File: src/design/lmsd_pkg.sv
// ----------------------------------------------------------------------------
// lmsd_pkg
// Shared types and constants for the LED matrix scan driver: panel geometry,
// item and result structs, action and register codes, scan phase codes.
// ----------------------------------------------------------------------------
`default_nettype none

package lmsd_pkg;

    localparam int WIDTH_PIXELS  = 32;
    localparam int HEIGHT_PIXELS = 32;
    localparam int SCAN_ROWS     = 16;
    localparam int ROW_W         = 4;
    localparam int COL_W         = (WIDTH_PIXELS > 1) ? $clog2(WIDTH_PIXELS) : 1;
    // one word per (scan row, column): top pixel in [2:0], bottom pixel in [5:3]
    localparam int FB_AW         = ROW_W + COL_W;
    localparam int FB_DEPTH      = 1 << FB_AW;

    localparam logic [7:0]  HALF_PERIOD_RESET = 8'd1;
    localparam logic [15:0] DWELL_RESET       = 16'd200;

    localparam int CFG_IDX_W = 2;
    localparam logic [CFG_IDX_W-1:0] CFG_HALF_PERIOD = 2'd0;
    localparam logic [CFG_IDX_W-1:0] CFG_DWELL       = 2'd1;

    typedef enum logic [1:0] {
        ACT_TICK  = 2'd0,
        ACT_SET   = 2'd1,
        ACT_CLEAR = 2'd2,
        ACT_NONE  = 2'd3
    } t_action;

    typedef enum logic [3:0] {
        PH_SETUP = 4'b0001,
        PH_CLOCK = 4'b0010,
        PH_LATCH = 4'b0100,
        PH_DWELL = 4'b1000
    } t_phase;

    typedef struct packed {
        t_action     action;
        logic [5:0]  x_position;
        logic [5:0]  y_position;
        logic [7:0]  red_level;
        logic [7:0]  green_level;
        logic [7:0]  blue_level;
    } t_in_item;

    typedef struct packed {
        logic        top_red;
        logic        top_green;
        logic        top_blue;
        logic        bottom_red;
        logic        bottom_green;
        logic        bottom_blue;
        logic        shift_clock;
        logic        latch_pulse;
        logic        output_disable;
        logic [3:0]  row_address;
    } t_out_item;

    localparam t_out_item PINS_RESET = '{
        top_red: 1'b0, top_green: 1'b0, top_blue: 1'b0,
        bottom_red: 1'b0, bottom_green: 1'b0, bottom_blue: 1'b0,
        shift_clock: 1'b0, latch_pulse: 1'b0, output_disable: 1'b1,
        row_address: 4'd0
    };

    typedef struct packed {
        logic             rd_en;
        logic [FB_AW-1:0] rd_addr;
        logic             wr_en;       // merge into the word read last
        logic             wr_bottom;
        logic [2:0]       wr_rgb;
        logic             clear_start;
    } t_fb_req;

endpackage

`default_nettype wire

File: src/design/lmsd_fb.sv
// ----------------------------------------------------------------------------
// lmsd_fb
// Frame buffer: synchronous RAM with registered read, read-modify-write of a
// half word for pixel writes, and a clearing sweep after reset or on request.
// ----------------------------------------------------------------------------
`default_nettype none

module lmsd_fb
    import lmsd_pkg::*;
(
    input  logic       i_clk,
    input  logic       i_rst_n,
    input  t_fb_req    i_req,
    output logic [5:0] o_rd_data,
    output logic       o_clr_busy
);

    logic [5:0]       r_mem [FB_DEPTH];
    logic [5:0]       r_rd_data;
    logic [FB_AW-1:0] r_rd_addr;
    logic             r_clr_active, n_clr_active;
    logic [FB_AW-1:0] r_clr_addr, n_clr_addr;
    logic [5:0]       merged;

    assign merged = i_req.wr_bottom ? {i_req.wr_rgb, r_rd_data[2:0]}
                                    : {r_rd_data[5:3], i_req.wr_rgb};

    always_ff @(posedge i_clk) begin
        if (r_clr_active) begin
            r_mem[r_clr_addr] <= 6'd0;
        end else if (i_req.wr_en) begin
            r_mem[r_rd_addr] <= merged;
        end
        if (i_req.rd_en) begin
            r_rd_data <= r_mem[i_req.rd_addr];
            r_rd_addr <= i_req.rd_addr;
        end
    end

    always_comb begin
        n_clr_active = r_clr_active;
        n_clr_addr   = r_clr_addr;
        if (r_clr_active) begin
            n_clr_addr = r_clr_addr + 1'b1;
            if (r_clr_addr == FB_AW'(FB_DEPTH - 1)) begin
                n_clr_active = 1'b0;
            end
        end else if (i_req.clear_start) begin
            n_clr_active = 1'b1;
            n_clr_addr   = '0;
        end
    end

    always_ff @(posedge i_clk) begin
        if (!i_rst_n) begin
            r_clr_active <= 1'b1;
            r_clr_addr   <= '0;
        end else begin
            r_clr_active <= n_clr_active;
            r_clr_addr   <= n_clr_addr;
        end
    end

    assign o_rd_data  = r_rd_data;
    assign o_clr_busy = r_clr_active;

endmodule

`default_nettype wire

File: src/design/lmsd_scan.sv
// ----------------------------------------------------------------------------
// lmsd_scan
// Scan sequencer: row, column, phase and tick counter, and the pin register
// driven to the panel on each tick.
// ----------------------------------------------------------------------------
`default_nettype none

module lmsd_scan
    import lmsd_pkg::*;
(
    input  logic             i_clk,
    input  logic             i_rst_n,
    input  logic             i_tick,
    input  logic [5:0]       i_pixels,
    input  logic [7:0]       i_half_period,
    input  logic [15:0]      i_dwell,
    output t_out_item        o_pins,
    output logic [FB_AW-1:0] o_rd_addr
);

    logic [ROW_W-1:0] r_row, n_row;
    logic [COL_W-1:0] r_col, n_col;
    t_phase           r_phase, n_phase;
    logic [15:0]      r_count, n_count;
    t_out_item        r_pins, n_pins;

    logic [5:0]       data;
    logic [15:0]      len;
    logic [15:0]      count_inc;
    logic [COL_W:0]   col_inc;

    always_comb begin
        n_row   = r_row;
        n_col   = r_col;
        n_phase = r_phase;
        n_count = r_count;
        n_pins  = r_pins;

        data = {r_pins.bottom_blue, r_pins.bottom_green, r_pins.bottom_red,
                r_pins.top_blue, r_pins.top_green, r_pins.top_red};
        // data pins load on the first tick of a column's setup
        if (r_phase == PH_SETUP && r_count == 16'd0) begin
            data = i_pixels;
        end

        len = (r_phase == PH_DWELL) ? i_dwell : {8'd0, i_half_period};
        if (len == 16'd0) begin
            len = 16'd1;
        end
        count_inc = r_count + 16'd1;
        col_inc   = {1'b0, r_col} + 1'b1;

        if (i_tick) begin
            n_pins.top_red        = data[0];
            n_pins.top_green      = data[1];
            n_pins.top_blue       = data[2];
            n_pins.bottom_red     = data[3];
            n_pins.bottom_green   = data[4];
            n_pins.bottom_blue    = data[5];
            n_pins.shift_clock    = 1'b0;
            n_pins.latch_pulse    = 1'b0;
            n_pins.output_disable = 1'b1;
            unique case (r_phase)
                PH_SETUP: ;
                PH_CLOCK: n_pins.shift_clock = 1'b1;
                PH_LATCH: n_pins.latch_pulse = 1'b1;
                PH_DWELL: begin
                    n_pins.output_disable = 1'b0;
                    n_pins.row_address    = r_row;
                end
                default: ;
            endcase

            n_count = count_inc;
            // >= also ends a phase cut short by a lowered register
            if (count_inc >= len) begin
                n_count = 16'd0;
                unique case (r_phase)
                    PH_SETUP: n_phase = PH_CLOCK;
                    PH_CLOCK: begin
                        if (col_inc >= (COL_W + 1)'(WIDTH_PIXELS)) begin
                            n_col   = '0;
                            n_phase = PH_LATCH;
                        end else begin
                            n_col   = col_inc[COL_W-1:0];
                            n_phase = PH_SETUP;
                        end
                    end
                    PH_LATCH: n_phase = PH_DWELL;
                    PH_DWELL: begin
                        n_row   = r_row + 1'b1;
                        n_col   = '0;
                        n_phase = PH_SETUP;
                    end
                    default: n_phase = PH_SETUP;
                endcase
            end
        end
    end

    always_ff @(posedge i_clk) begin
        if (!i_rst_n) begin
            r_row   <= '0;
            r_col   <= '0;
            r_phase <= PH_SETUP;
            r_count <= 16'd0;
            r_pins  <= PINS_RESET;
        end else begin
            r_row   <= n_row;
            r_col   <= n_col;
            r_phase <= n_phase;
            r_count <= n_count;
            r_pins  <= n_pins;
        end
    end

    assign o_pins    = r_pins;
    assign o_rd_addr = {r_row, r_col};

endmodule

`default_nettype wire

File: src/design/led_matrix_scan_driver.sv
// ----------------------------------------------------------------------------
// led_matrix_scan_driver
// 1:16 scan LED matrix driver with a one-bit-per-color frame buffer.
// ----------------------------------------------------------------------------
// Each item is transferred and then executed: the transfer cycle issues the
// frame-buffer read, the next cycle (busy high) applies the tick or the pixel
// write using the registered read data of the frame-buffer RAM. The result
// strobe follows in the cycle after and cannot be stalled; a new item may
// be transferred in that same cycle. After reset and after a clear item the
// frame buffer is swept to zero, one word a cycle over all 16 * 2^COL_W words
// (512 for a 32-wide panel), with busy high; configuration writes are always
// taken (ready is tied high) and should be made only while idle.
`default_nettype none

module led_matrix_scan_driver
    import lmsd_pkg::*;
(
    input  logic                 i_clk,
    input  logic                 i_rst_n,
    input  logic                 start,
    output logic                 busy,
    input  t_in_item             i_item,
    output t_out_item            o_result,
    output logic                 o_result_valid,
    input  logic                 i_cfg_valid,
    output logic                 o_cfg_ready,
    input  logic [CFG_IDX_W-1:0] i_cfg_index,
    input  logic [15:0]          i_cfg_data
);

    typedef enum logic [1:0] {
        S_IDLE = 2'b01,
        S_EXEC = 2'b10
    } t_state;

    t_state      r_state, n_state;
    t_in_item    r_item;
    logic        r_result_valid;
    logic [7:0]  r_half_period, n_half_period;
    logic [15:0] r_dwell, n_dwell;

    logic             accept;
    logic             exec;
    logic             clr_busy;
    logic             in_range;
    logic [5:0]       rd_data;
    logic [FB_AW-1:0] scan_addr;
    t_fb_req          fb_req;

    assign exec        = (r_state == S_EXEC);
    assign busy        = exec | clr_busy;
    assign accept      = start & ~busy;
    assign o_cfg_ready = 1'b1;

    // configuration registers
    always_comb begin
        n_half_period = r_half_period;
        n_dwell       = r_dwell;
        if (i_cfg_valid) begin
            unique case (i_cfg_index)
                CFG_HALF_PERIOD: n_half_period = i_cfg_data[7:0];
                CFG_DWELL:       n_dwell       = i_cfg_data;
                default: ;
            endcase
        end
    end

    always_comb begin
        n_state = r_state;
        unique case (r_state)
            S_IDLE:  if (accept) n_state = S_EXEC;
            S_EXEC:  n_state = S_IDLE;
            default: n_state = S_IDLE;
        endcase
    end

    always_ff @(posedge i_clk) begin
        if (!i_rst_n) begin
            r_state        <= S_IDLE;
            r_result_valid <= 1'b0;
            r_half_period  <= HALF_PERIOD_RESET;
            r_dwell        <= DWELL_RESET;
        end else begin
            r_state        <= n_state;
            r_result_valid <= exec;
            r_half_period  <= n_half_period;
            r_dwell        <= n_dwell;
        end
    end

    always_ff @(posedge i_clk) begin
        if (accept) begin
            r_item <= i_item;
        end
    end

    assign in_range = ({1'b0, r_item.x_position} < 7'(WIDTH_PIXELS)) &&
                      ({1'b0, r_item.y_position} < 7'(HEIGHT_PIXELS));

    always_comb begin
        fb_req.rd_en       = accept;
        fb_req.rd_addr     = (i_item.action == ACT_SET)
                           ? {i_item.y_position[ROW_W-1:0], i_item.x_position[COL_W-1:0]}
                           : scan_addr;
        fb_req.wr_en       = exec && (r_item.action == ACT_SET) && in_range;
        // rows 16 and up sit in the upper half of the word
        fb_req.wr_bottom   = r_item.y_position[4];
        fb_req.wr_rgb      = {r_item.blue_level != 8'd0, r_item.green_level != 8'd0,
                              r_item.red_level != 8'd0};
        fb_req.clear_start = exec && (r_item.action == ACT_CLEAR);
    end

    lmsd_fb u_fb (
        .i_clk      (i_clk),
        .i_rst_n    (i_rst_n),
        .i_req      (fb_req),
        .o_rd_data  (rd_data),
        .o_clr_busy (clr_busy)
    );

    lmsd_scan u_scan (
        .i_clk         (i_clk),
        .i_rst_n       (i_rst_n),
        .i_tick        (exec && (r_item.action == ACT_TICK)),
        .i_pixels      (rd_data),
        .i_half_period (r_half_period),
        .i_dwell       (r_dwell),
        .o_pins        (o_result),
        .o_rd_addr     (scan_addr)
    );

    assign o_result_valid = r_result_valid;

    // a result strobe comes only in the cycle after an executed item
    a_result_after_exec: assert property (@(posedge i_clk) disable iff (!i_rst_n)
        o_result_valid |-> $past(r_state == S_EXEC))
        else $error("result strobe without an executed item");

    // a clear item hands straight over to the sweep
    a_clear_holds_busy: assert property (@(posedge i_clk) disable iff (!i_rst_n)
        (exec && r_item.action == ACT_CLEAR) |=> busy)
        else $error("busy dropped after clear item");

    // panel is lit only with clock and latch low
    a_dwell_pins: assert property (@(posedge i_clk) disable iff (!i_rst_n)
        (o_result_valid && !o_result.output_disable) |->
            (!o_result.shift_clock && !o_result.latch_pulse))
        else $error("clock or latch high while output enabled");

endmodule

`default_nettype wire
File: config.mk
export PLATFORM = sky130hd
export DESIGN_NAME = led_matrix_scan_driver
export DESIGN_NICKNAME = d
export VERILOG_FILES = /design/src/design/lmsd_pkg.sv /design/src/design/lmsd_fb.sv /design/src/design/lmsd_scan.sv /design/src/design/led_matrix_scan_driver.sv
export SDC_FILE = /design/constraint.sdc
export NUM_CORES = 2
export LEC_CHECK = 0
export BUFFER_PORTS_ARGS = -buffer_cell sky130_fd_sc_hd__buf_2
export CAP_MARGIN = 5
export CORE_ASPECT_RATIO = 0.75
export CORE_MARGIN = 2
export CORE_UTILIZATION = 35
export DETAILED_ROUTE_END_ITERATION = 7
export GPL_TIMING_DRIVEN = 0
export REMOVE_ABC_BUFFERS = 1
export SETUP_SLACK_MARGIN = 0.15
export SLEW_MARGIN = 20
export SYNTH_ARGS = -nofsm -noshare
export SYNTH_HDL_FRONTEND = slang
export SYNTH_HIERARCHICAL = 1
export SYNTH_SLANG_ARGS = --single-unit
File: constraint.sdc
create_clock -name i_clk -period 46.8 [get_ports i_clk]
set_input_delay 9.36 -clock i_clk [delete_from_list [all_inputs] [get_ports i_clk]]
set_output_delay 9.36 -clock i_clk [all_outputs]
set_load 0.01 [all_outputs]
Word level (Yosys, flattened, before mapping)
Memories as Yosys holds them, arrays and structs flattened. A register that Yosys moved wholly into a read port is not among the register bits.
Cells that the tools add are included.
- reductions and logical operators: 24
- bitwise gates (word level): 3
- $add $sub $neg: 4
- multiplexer cells: 25
- shift operators: 0
- divide/modulo/power cells: 0
- multipliers: 0
- eq/ne operators: 11
- $lt $le $gt $ge: 4
- operators with widths (kind ; count):
    2-to-1 mux 16 bit ; 3
    2-to-1 mux 9 bit ; 4
    zero test 16 bit ; 2
    nonzero test 8 bit ; 3
    adder 16 x 1 -> 16 bit (second input constant) ; 1
    >= comparator 16 bit ; 1
    < comparator 6 bit (second input constant) ; 2
    2-to-1 mux 6 bit ; 2
    case mux 4 bit (3 select lines) ; 1
    AND reduction 2 bit ; 6
    2-to-1 mux 1 bit ; 11
    2-to-1 mux 5 bit ; 2
    case mux 5 bit (2 select lines) ; 1
    adder 9 x 1 -> 9 bit (second input constant) ; 1
    == test 9 bit (second input constant) ; 1
    == test 2 x 1 -> 1 bit (second input constant) ; 4
    adder 5 x 1 -> 6 bit (second input constant) ; 1
    >= comparator 6 bit (second input constant) ; 1
    logical AND 1 bit ; 6
    AND reduction 3 bit ; 2
    OR reduction 6 bit ; 1
    adder 4 x 1 -> 4 bit (second input constant) ; 1
    == test 2 bit (second input constant) ; 2
    == test 4 x 1 -> 1 bit (second input constant) ; 1
    9 further kinds ; 11
- memories: 1
- ROM bits: 0
- latch bits: 0
- output and inout bits: 16
- register bits: 126
- bits of input ports: 60
- logic and storage cells: 99
- memory bits (writable): 3072
- memories (name ; words ; width ; read ports ; clocked after Yosys merged registers in ; write ports ; RTL line ; RTL):
    u_fb.r_mem ; 512 ; 6 ; 1 ; 1 ; 1 ; lmsd_fb.sv:18 ; logic [5:0] r_mem [FB_DEPTH];

Logic depth before layout (Yosys ltp)
- depth after elaboration: 8
- gate-level depth with buffers: 16
- gate-level depth less buffers: 12

Cells and area by module
The synthesis kept the hierarchy.
- by module, submodules not included (module ; cells an instance ; instances ; seq. area each (sq um) ; area an instance (sq um)):
    lmsd_fb ; 6265 ; 1 ; 92899.1 ; 121895.7
    lmsd_scan ; 339 ; 1 ; 840.8 ; 2797.7
    led_matrix_scan_driver ; 169 ; 1 ; 1411.4 ; 2147.1

Worst setup path before layout
No wires, ideal clock.
- path kind: register -> register
- start point: register r_state[0]
- end point: memory u_fb.r_mem[0][0], data pin
- cell stages (with the launch flop): 7
- slack: 31.107 ns
- path buffers: 2
- arrival: 13.117 ns
- data required time: 44.224 ns
- period minus slack after synthesis: 15.693 ns
- setup time: 2.576 ns
- path through: dfxtp_1 -> nand2b_1 -> nor4_1 -> nand2b_1 -> clkbuf_1 -> clkbuf_1 -> nor2_1
- RTL lines (element ; RTL line ; RTL):
    from (decl) ; led_matrix_scan_driver.sv:36 ; t_state r_state, n_state;
    from (signal assigned) ; led_matrix_scan_driver.sv:84 ; r_state <= n_state;
    to (decl) ; lmsd_fb.sv:18 ;

==> metrics.yaml <==
grt_use_total_pct: 17.4
status: "completed"
dr.pass1.iters: 6
period_needed_ns: 15.61
synth-seq-cells: 3195
port_buffers: 74
n_fill_cell: 31700
setup_slack_ns: 31.19
cts_setup_buffers: 0
crit_path_cell_trace: "buf_2 > nor2b_4 > buf_12 > mux2_8 > buf_16 > buf_16 > buf_16 > buf_16 > buf_16 > buf_16 > buf_16 > mux2i_1 > o221ai_1 > a21oi_1 > a2111oi_0 > nand4_1 > and4_1 > nor4_2"
multi_input_area_mm2: 0.0296
layout.nets: 7006
power_density_mw_per_mm2: 39.6
numCtsBuffers: 321
hp-class: "flip-flop to flip-flop"
cts-resized-gates: 0
cts_tree: "done"
synth_edf_count: 3116
crit_type: "primary input to flip-flop"
p_total_uw: 5770
grt_pass1_vias: 66300
synth_most_common_cell: "edfxtp_1"
worst-path-buf-inv: 9
area_growth_pct: 15.0
critPathSlowestCell: "a2111oi_0"
critPathRequiredTime_ns: 47.47
irDropWorstVdd_v: 0.0000288
grt_pass1_wl_um: 473000
register_area_mm2: 0.0952
clk_latency_ns: 0.93
p_leak_uw: 0.0378
yosys_warnings: 6
asyncSetResetFlopFracSynth_pct: 0
via_per_inst: 5.60
cts_root_buf: "clkbuf_16"
maxCapViolations: 0
setup_violations: 0
synth_seq_area_share_pct: 75.0
vias: 67300
worstMarginPinSlew_ns: 1.24
hpwl_um: 213000
ys_top_cells_by_count: "edfxtp_1, nor2_1, mux2i_1"
core_mm2: 0.361
grt_max_degree: 81
initial_utilization_pct: 35.1
wl_per_cell_um: 27.4
syn_inst: 6773
preCtsSetupSlack_ns: 30.09
yosys_most_used_dff: "edfxtp_1"
htreeDepth: 5
drive_above_1_share_pct: 18.7
start_kind: "primary input"
grt-ovfl-total: 0
netlist_top_cells_area: "edfxtp_1, mux4_2, mux2i_1"
critPathMaxFanout: 56
cts_sinks: 3195
dieWidth_um: 699
dieArea_mm2: 0.367
cp_top_family: "buffers and inverters"
relSlewSlack_pct: 16.3
drtIter0Drc: 8052
netlist_area_mm2: 0.127
row_count: 191
drc: 0
num_io_pins: 76
arrival_ns: 16.29
final_antenna_net_count: 0
rsz0062_at_grt: "no"
drv_slew: 0
cts_max_path_buffers: 4
finalWeightedCongestion: 0.804
finalClockSkew_ns: 0.0462
critPathMaxStageDelay_ns: 0.98
path_clk_slew_ns: 0.06
holdBufCountCts: 0
cpMostUsedCell: "buf_16"
synth_cell_types: 77
synth_area_per_cell_um2: 18.7
dieHeight_um: 525
wirelength_um: 329000
endpoint_kind: "flip-flop"
finalCritPeriodShare_pct: 33.4
hold_violations: 0
synth_top_cell_by_area: "edfxtp_1"
antenna_found_initial: 24
synth.top_cell.area_share_pct: 73.8
fmax_mhz: 64.0
[per-layer routing]
layer  track usage [%]  up-vias  part of all wire, %
met5                 0        -                0.024
met4              4.53       14                  2.5
met3              3.50      474                  9.6
met2              26.3     3210                   45
met1              25.6    35600                   43
li1                  -    28100                    -
[cells in the final DEF, fill, tap and decap left out, types with 21 or more instances in the layout]
| cell type | instances |
|---|---|
| clkinv_2 | 58 |
| o221ai_1 | 198 |
| o211ai_1 | 21 |
| a22oi_1 | 26 |
| buf_2 | 74 |
| clkbuf_16 | 333 |
| a211o_1 | 21 |
| bufinv_16 | 26 |
| ha_1 | 22 |
| a211oi_1 | 21 |
| mux2i_1 | 549 |
| nor2_1 | 566 |
| dfxtp_1 | 79 |
| buf_12 | 77 |
| a21oi_1 | 134 |
| edfxtp_1 | 3116 |
| nand3_1 | 64 |
| nand2_1 | 195 |
| o22ai_1 | 120 |
| mux4_2 | 535 |
| buf_16 | 92 |
| o21ai_0 | 100 |
| nor4_1 | 40 |
| o31ai_1 | 26 |
| clkbuf_1 | 65 |
| nor3_1 | 111 |
| and2_1 | 21 |
| clkinv_1 | 67 |
| nand4_1 | 35 |
[flip-flops by register name (all words and copies together) (netlist names)]
name / cells
u_fb/r_mem: 3072
r_item: 28
r_dwell: 16
u_scan/r_count: 16
u_scan/o_pins: 13
u_fb/r_clr_addr: 9
u_fb/r_rd_addr: 9
r_half_period: 8
u_fb/o_rd_data: 6
u_scan/r_col: 5
u_scan/r_phase: 4
u_scan/r_row: 4
r_state: 2
fb_req: 1
o_result_valid: 1
u_fb/o_clr_busy: 1
[worst paths after layout]
path                         from                 to  slack (ns)  cells past startpoint
hold / removal         r_state[1]         r_state[1]        0.44                      1
setup / recovery       i_item[36]  u_fb/o_rd_data[0]       31.19                     18
setup reg to reg  u_scan/r_col[0]  u_fb/o_rd_data[0]       39.80                     15
hold reg to reg        r_state[1]         r_state[1]        0.44                      1
[cells by family (layout without fill, tap and decap cells)]
family	Yosys count	after routing	share of synthesized area, %
DFF	3195	3195	75.0
other	1	17	0.00296
and+or+nand+nor	1203	1203	4.37
AOI/OAI and AO/OA	781	781	4.30
buffers and inverters	458	865	2.04
muxes	1094	1094	13.9
xor gates and xnor gates	19	19	0.131
adders and majority gates	22	22	0.217
[final cells by class]
| class | count | share of cell area [%] |
|---|---|---|
| tap | 4825 | 4.14 |
| clock buffer | 399 | 5.89 |
| timing repair buffer | 269 | 3.26 |
| clock inverter | 180 | 1.14 |
| antenna | 16 | 0.0274 |
| multi-input combinational | 3120 | 20.3 |
| sequential | 3195 | 65.2 |
| inverter | 17 | 0.0549 |
[metrics by stage]
stage	cell area, um^2	setup TNS, ns	utilization (%)	instances	hold slack (ns)
finish	146000	0	40.4	12000	0.441
CTS	146000	0	40.4	12000	0.439
detailed placement	136000	0	37.6	11400	0.431
floorplan	124000	0	-	6332	0.414
global placement	131000	-32.20	36.2	11200	0.425
global route	146000	0	40.4	12000	0.447
[power by group]
group | switching (uW) | internal (uW) | total [uW]
Combinational | 101 | 50.6 | 151
Clock | 1080 | 1450 | 2530
Sequential | 1.17 | 3090 | 3090
Total | 1180 | 4590 | 5770
No activity file was read; power rests on OpenSTA's default activity.
